`src/hdl/pbd_pkg.sv`:
```
// Package for the polyphase box downsampler.
// Holds the widths, register indexes and bus types used by the interfaces, the top level and the divider.
// Depends on nothing.
package pbd_pkg;

  localparam int SAMPLE_W = 16;
  localparam int CFG_W = 13;
  localparam int CNT_W = 12;
  localparam int COORD_W = 11;
  localparam int REG_IDX_W = 8;
  localparam int MAX_WIDTH = 4096;
  localparam int MAX_HEIGHT = 4096;
  localparam int ACC_DEPTH = MAX_WIDTH / 2;
  localparam int ADDR_W = $clog2(ACC_DEPTH);
  localparam int PART_W = 32;
  localparam int HSUM_W = 28;
  localparam int ACC_W = 40;
  localparam int DIV_W = 24;
  localparam int NUM_W = ACC_W + 1;
  localparam int QUO_W = SAMPLE_W + 1;
  localparam int QCNT_W = $clog2(QUO_W);

  localparam logic [CFG_W-1:0] SIZE_RESET = CFG_W'(2);

  localparam logic [REG_IDX_W-1:0] REG_SOURCE_WIDTH = REG_IDX_W'(0);
  localparam logic [REG_IDX_W-1:0] REG_SOURCE_HEIGHT = REG_IDX_W'(1);

  typedef struct packed {
    logic start;
    logic [NUM_W-1:0] numer;
    logic [DIV_W-1:0] divisor;
  } div_req_t;

  typedef struct packed {
    logic done;
    logic [QUO_W-1:0] quotient;
  } div_rsp_t;

endpackage

```
`src/hdl/pbd_div.sv`:
```
// Restoring divider, one quotient bit per cycle, for the final normalization.
// Depends on pbd_pkg for widths and the request and response types.
module pbd_div (
  input  logic              clk,
  input  logic              rst,
  input  pbd_pkg::div_req_t req,
  output pbd_pkg::div_rsp_t rsp
);

  logic [pbd_pkg::NUM_W-1:0] rem;
  logic [pbd_pkg::NUM_W-1:0] dsh;
  logic [pbd_pkg::QUO_W-1:0] quo;
  logic [pbd_pkg::QCNT_W-1:0] cnt;
  logic busy;
  logic done;
  logic fits;

  assign fits = rem >= dsh;

  always_ff @(posedge clk) begin
    if (rst) begin
      busy <= 1'b0;
      done <= 1'b0;
    end else begin
      done <= 1'b0;
      if (req.start) begin
        busy <= 1'b1;
      end else if (busy && cnt == '0) begin
        busy <= 1'b0;
        done <= 1'b1;
      end
    end
  end

  always_ff @(posedge clk) begin
    if (req.start) begin
      rem <= req.numer;
      dsh <= pbd_pkg::NUM_W'(req.divisor) << (pbd_pkg::QUO_W - 1);
      cnt <= pbd_pkg::QCNT_W'(pbd_pkg::QUO_W - 1);
      quo <= '0;
    end else if (busy) begin
      if (fits) begin
        rem <= rem - dsh;
      end
      quo <= {quo[pbd_pkg::QUO_W-2:0], fits};
      dsh <= dsh >> 1;
      cnt <= cnt - pbd_pkg::QCNT_W'(1);
    end
  end

  assign rsp.done = done;
  assign rsp.quotient = quo;

endmodule
```
`config.mk`:
```
export PLATFORM = sky130hd
export DESIGN_NAME = pbd_div
export DESIGN_NICKNAME = d
export VERILOG_FILES = /design/src/hdl/pbd_pkg.sv /design/src/hdl/pbd_div.sv
export SDC_FILE = /design/constraint.sdc
export NUM_CORES = 1
export LEC_CHECK = 0
export BUFFER_PORTS_ARGS = -buffer_cell sky130_fd_sc_hd__buf_2
export CAP_MARGIN = 20
export CORE_MARGIN = 2
export CORE_UTILIZATION = 40
export DETAILED_ROUTE_END_ITERATION = 8
export SYNTH_ARGS = -nofsm -noshare
export SYNTH_HDL_FRONTEND = slang
export SYNTH_SLANG_ARGS = --single-unit
```
`constraint.sdc`:
```
create_clock -name clk -period 15.98 [get_ports clk]
set_clock_uncertainty 0.2 [all_clocks]
set_input_delay 1.598 -clock clk [delete_from_list [all_inputs] [get_ports clk]]
set_output_delay 1.598 -clock clk [all_outputs]
set_load 0.1 [all_outputs]
```
Yosys cells after proc, flatten, opt, wreduce, memory -nomap -nowiden
Cells that the tools add are included.

Bits in registers: 105. Bits of input ports: 68. Output and inout bits: 18.

Add/sub/neg operators: 2. $lt $le $gt $ge: 1. Mux-type cells: 8. Reductions and logical operators: 7.

Operator list (number): 41-bit 2-to-1 mux (3); 40-bit 2-to-1 mux (2); 41-bit by 40-bit greater-or-equal comparator with 1-bit output (1); 41-bit by 40-bit subtractor with 41-bit output (1); 2-bit nonzero test (3); 5-bit logical NOT (1); 5-bit by 1-bit subtractor with 5-bit output, second input constant (1); 1-bit 2-to-1 mux (3); 2-bit AND reduction (1); 2-bit OR reduction (1); 1-bit logical AND (1).

Depth between registers and ports, before layout
Word-level depth: 4. Depth in mapped cells: 11. Mapped depth without buffers: 11.

Worst setup path before layout
Ideal clock, no wire load.

Kind: register to register. Start: register rem[25] (netlist bit). End: register rem[0] (netlist bit), enable pin. Setup time: 496 ps. Arrival: 4619 ps. Path slack: 10664 ps. Stages on the path, launching flop included: 9. Buffers on the path: 1. Clock period less this slack: 5316 ps. Cell sequence: edfxtp_1 > ha_1 > clkbuf_1 > nand4_1 > nor4_1 > o21ai_0 > nand2_1 > nor3_1 > o21ai_0.

Longest elaborated chain between the ends: 3.

Ends and longest elaborated chain: from (decl) (line pbd_div.sv:10) `logic [pbd_pkg::NUM_W-1:0] rem;`; from (signal assigned) (line pbd_div.sv:37) `rem <= req.numer;`; from (signal assigned) (line pbd_div.sv:43) `rem <= rem - dsh;`; 41-bit by 40-bit greater-or-equal comparator with 1-bit output (line pbd_div.sv:18) `assign fits = rem >= dsh;`; 2-bit nonzero test (no source line); 2-bit AND reduction (no source line).

Every way passes these cells. A chain may end at the register's enable or synchronous reset.

Worst setup path after layout
Start: register dsh[34] (netlist bit). End: register rem[30] (netlist bit), enable pin.

Longest elaborated chain between the ends: 3.

Ends and longest elaborated chain: from (decl) (line pbd_div.sv:11) `logic [pbd_pkg::NUM_W-1:0] dsh;`; from (signal assigned) (line pbd_div.sv:38) `dsh <= pbd_pkg::NUM_W'(req.divisor) << (pbd_pkg::QUO_W - 1);`; from (signal assigned) (line pbd_div.sv:46) `dsh <= dsh >> 1;`; 41-bit by 40-bit greater-or-equal comparator with 1-bit output (line pbd_div.sv:18); 2-bit nonzero test (no source line); 2-bit AND reduction (no source line).

Every way passes these cells.

==> qor.txt <==
cell repeated most along the worst path: o21ai_0
startpoint of the tightest hold check path: cnt[4]$_SDFFE_PP1P_
quantity of hold-fixing buffers added after cts: 0
instance count along the most critical hold path: 1
area growth from synthesis to layout: 13.5%
LEAKAGE: 3.14 nW
Die ar.: 17,700 sq um
number of synthesized flops with an enable pin: 65
antenna violations before repair: 0
clock-pin slew on the worst setup and hold paths: 80 ps
final HPWL from detailed placement: 11,600 um
cell family with most CP delay: compound AO/OA/AOI/OAI gates
die height: 133 um
vias in the first global route: 5,412
First DRT Iteration DRCs: 413
origin of the critical flop-to-flop path: dsh[34]$_DFFE_PP_
register bit count reported by yosys: 105
endpoint of the most critical register-to-register path: rem[30]$_DFFE_PP_
final period utilization: 22.6%
number of rows in the core area: 47
Finished Core Util: 46.0%
proportion of synthesized flip-flops having asynchronous set or reset: 0%
unrepaired setup endpoints after global routing: false
CP Launch Point: dsh[34]$_DFFE_PP_
via density per instance: 5.39
net count of the mapped netlist: 830
area post-placement: 7220 sq um
worst min-delay path class: flop to flop
sequential area share after synthesis: 41.4%
min Tclk post-route: 3610 ps
chain of cells forming the critical path: inv_1 -> ha_1 -> inv_1 -> o21ai_0 -> a21oi_1 -> o21bai_1 -> a21oi_1 -> o21ai_0 -> o21ai_0 -> o21ai_4 -> buf_4
number of placed instances with taps included: 988
reg2reg setup slack: 12,370 ps
CTS Sinks: 105
number of distinct library cells after synthesis: 69
first-pass GRT wire length: 26,400 um
area of all placed cells without fillers: 7540 sq um
largest net degree at the start of global routing: 95
data arrival time of the critical path: 3430 ps
final standard cell count with taps included and fillers excluded: 1,005
antenna-violating nets left: 0
net total in the final layout: 889
Total Routing Usage GR: 18.3%
CP bufs+invs: 3
fraction of final layout cells sized beyond drive strength 1: 16.6%
endpoints failing hold: 0
H-tree Lvls: 3
depth of the most critical reg-to-reg path: 11
worst slew margin relative to its limit: 33.1%
number of cells on the critical path: 11
PwrDens: 145 nW/um^2
clock tree from TritonCTS: built
final setup violation count: 0
WL per Instance: 15.7 um
Setup Fix Bufs, Post-CTS: 0
clk root buf: clkbuf_16
aggregate routed wire length: 15,800 um
worst slew pin tran: 998 ps
die width: 133 um
worst setup path class: flop to flop
highest ir drop seen on vdd: 80.1 uV
Peak Freq: 0.277 GHz
status: finished, final reports clean
mean instance size in the synthesized netlist: 9.23 sq um
overall via count from detail_route: 5,412
fin. max-slew vios: 0
total clock buffers created by CTS: 9
Max clock buf depth: 2
Resize count post-CTS: 0
count of input and output buffers: 85
slowest library cell on the worst path: buf_4
summed negative setup slack over all endpoints: 0 ps
element type at the critical path end: flop
routability-driven placement congestion ratio: 0.900
worst setup slack after placement: 12,080 ps
count of mapped cells out of synthesis: 720
max-cap viol count: 0
GR Overflow Total: 0
data required time at the worst endpoint: 15,790 ps
least setup slack across all paths after layout: 12,370 ps
worst skew pair latency: 370 ps
number of fill cells: 1,592
starting density of the core: 40.5%
dominant synthesized flop cell: edfxtp_1
Largest stage delay, worst path: 480 ps
Pre-antenna DRT Iters: 5
synthesized area: 6650 sq um
crit path launch type: flop
Synth warnings: 0
area of the core region: 16,400 sq um
Critical Path Fanout Max: 28
end point of the critical path: rem[30]$_DFFE_PP_
# DRC: 0
I/O pins: 86
[synthesized netlist by cell type, types with 2 or more instances]
master     instances  area (sq um)
and3_1             3          18.8
nor2b_1            5          31.3
o21bai_1           9          67.6
clkbuf_1          23          86.3
mux2i_1           32           320
buf_1              9          33.8
nor3_1             6          30.0
nor2_1            64           240
nand3_1           13          65.1
a211oi_1           3          22.5
nand2_1           70           263
o21a_1             4          30.0
edfxtp_1          65          1950
o211ai_1           2          15.0
ha_1              41           513
nand4_1           14          87.6
or4_1              2          15.0
nand2b_1           5          31.3
dfxtp_1           40           801
o21ai_1            4          20.0
o31a_1             3          26.3
o31ai_1            4          30.0
nor4_1             4          25.0
o21ai_0           54           270
a31oi_1            3          18.8
a211oi_2           2          25.0
inv_1             58           218
a21o_1            22           165
a21boi_0           3          22.5
buf_2              6          30.0
a21oi_1           45           225
xor2_1            16           140
a2111oi_2          2          30.0
xnor2_1           21           184
a21oi_2            6          52.6
a311oi_1           2          17.5
a22o_1            23           201
[worst min-delay path by stage]
stage	end	slack, ps
6_report	done$_SDFF_PP0_	300
2_1_floorplan	done$_SDFF_PP0_	240
3_5_place_dp	done$_SDFF_PP0_	290
5_1_grt	dsh[0]$_SDFFE_PP0P_	340
3_3_place_gp	quo[16]$_SDFFE_PP0P_	270
4_1_cts	done$_SDFF_PP0_	300
[worst register-to-register path: cells and delay by family, from the launching register on]
| kind | cells | cell delay [ps] |
|---|---|---|
| fa+ha+maj | 1 | 380 |
| buf+inv | 3 | 650 |
| compound gates | 7 | 1680 |
| flops | 1 | 350 |
[layout make-up]
| type | instances | area [sq um] | share of cell area (%) |
|---|---|---|---|
| Antenna cell | 1 | 2.50 | 0.0332 |
| Clock buffer | 10 | 250 | 3.32 |
| Clock inverter | 6 | 66.3 | 0.879 |
| Inverter | 59 | 221 | 2.94 |
| Multi-Input combinational cell | 516 | 3520 | 46.7 |
| Sequential cell | 105 | 2750 | 36.5 |
| Tap cell | 220 | 275 | 3.65 |
| Timing Repair Buffer | 88 | 450 | 5.97 |
[cell families (layout without fill, tap and decap cells)]
kind of cell,after synthesis,count (layout),share of synthesized area [%]
buffers and inverters,99,163,5.78
flip-flops,105,105,41.4
AO/OA/AOI/OAI,208,208,21.5
AND/OR/NAND/NOR,197,197,13.6
XOR/XNOR,37,37,4.88
adder cells (fa/ha/maj),42,42,8.02
other,0,1,0
multiplexers,32,32,4.82
[flip-flops by register name, indices dropped and copies added (netlist names)]
register  count
quo          17
rem          41
cnt           5
dsh          40
busy          1
done          1
[per-layer routing]
metal	vias up	GRT usage [%]	share of wire, %	routed length (um)
li1	2711	-	-	-
met4	0	5.26	1.5	230
met3	15	3.33	5.0	795
met1	2553	25.2	48	7550
met2	133	29.4	46	7220
met5	-	0	0	0
[stage by stage]
step | hold WS, ps | total power, mW
6_report | 296 | 1.10
5_1_grt | 338 | 1.17
4_1_cts | 303 | 1.10
3_5_place_dp | 286 | 0.857
3_3_place_gp | 272 | 0.848
2_1_floorplan | 241 | 0.751
[where the power goes]
part / switching, mW / internal, mW / leakage, nW / total, mW
clock network: 0.117 / 0.121 / 0.158 / 0.237
logic: 0.299 / 0.197 / 1.99 / 0.496
registers: 0.0176 / 0.346 / 0.990 / 0.363
[placed cells by master (no fill, tap or decap), types with 5 or more instances in the layout]
master | synthesis | layout
nand2b_1 | 5 | 5
o21ai_0 | 54 | 53
nand3_1 | 13 | 13
xor2_1 | 16 | 16
inv_1 | 58 | 58
nor3_1 | 6 | 6
a21oi_2 | 6 | 6
mux2i_1 | 32 | 32
buf_2 | 6 | 84
nand4_1 | 14 | 14
ha_1 | 41 | 41
nor2_1 | 64 | 64
o21bai_1 | 9 | 9
dfxtp_1 | 40 | 39
a21oi_1 | 45 | 45
nand2_1 | 70 | 70
xnor2_1 | 21 | 21
a21o_1 | 22 | 22
a22o_1 | 23 | 23
edfxtp_1 | 65 | 65
clkbuf_16 | 0 | 10
No activity file was read; power rests on OpenSTA's default activity.
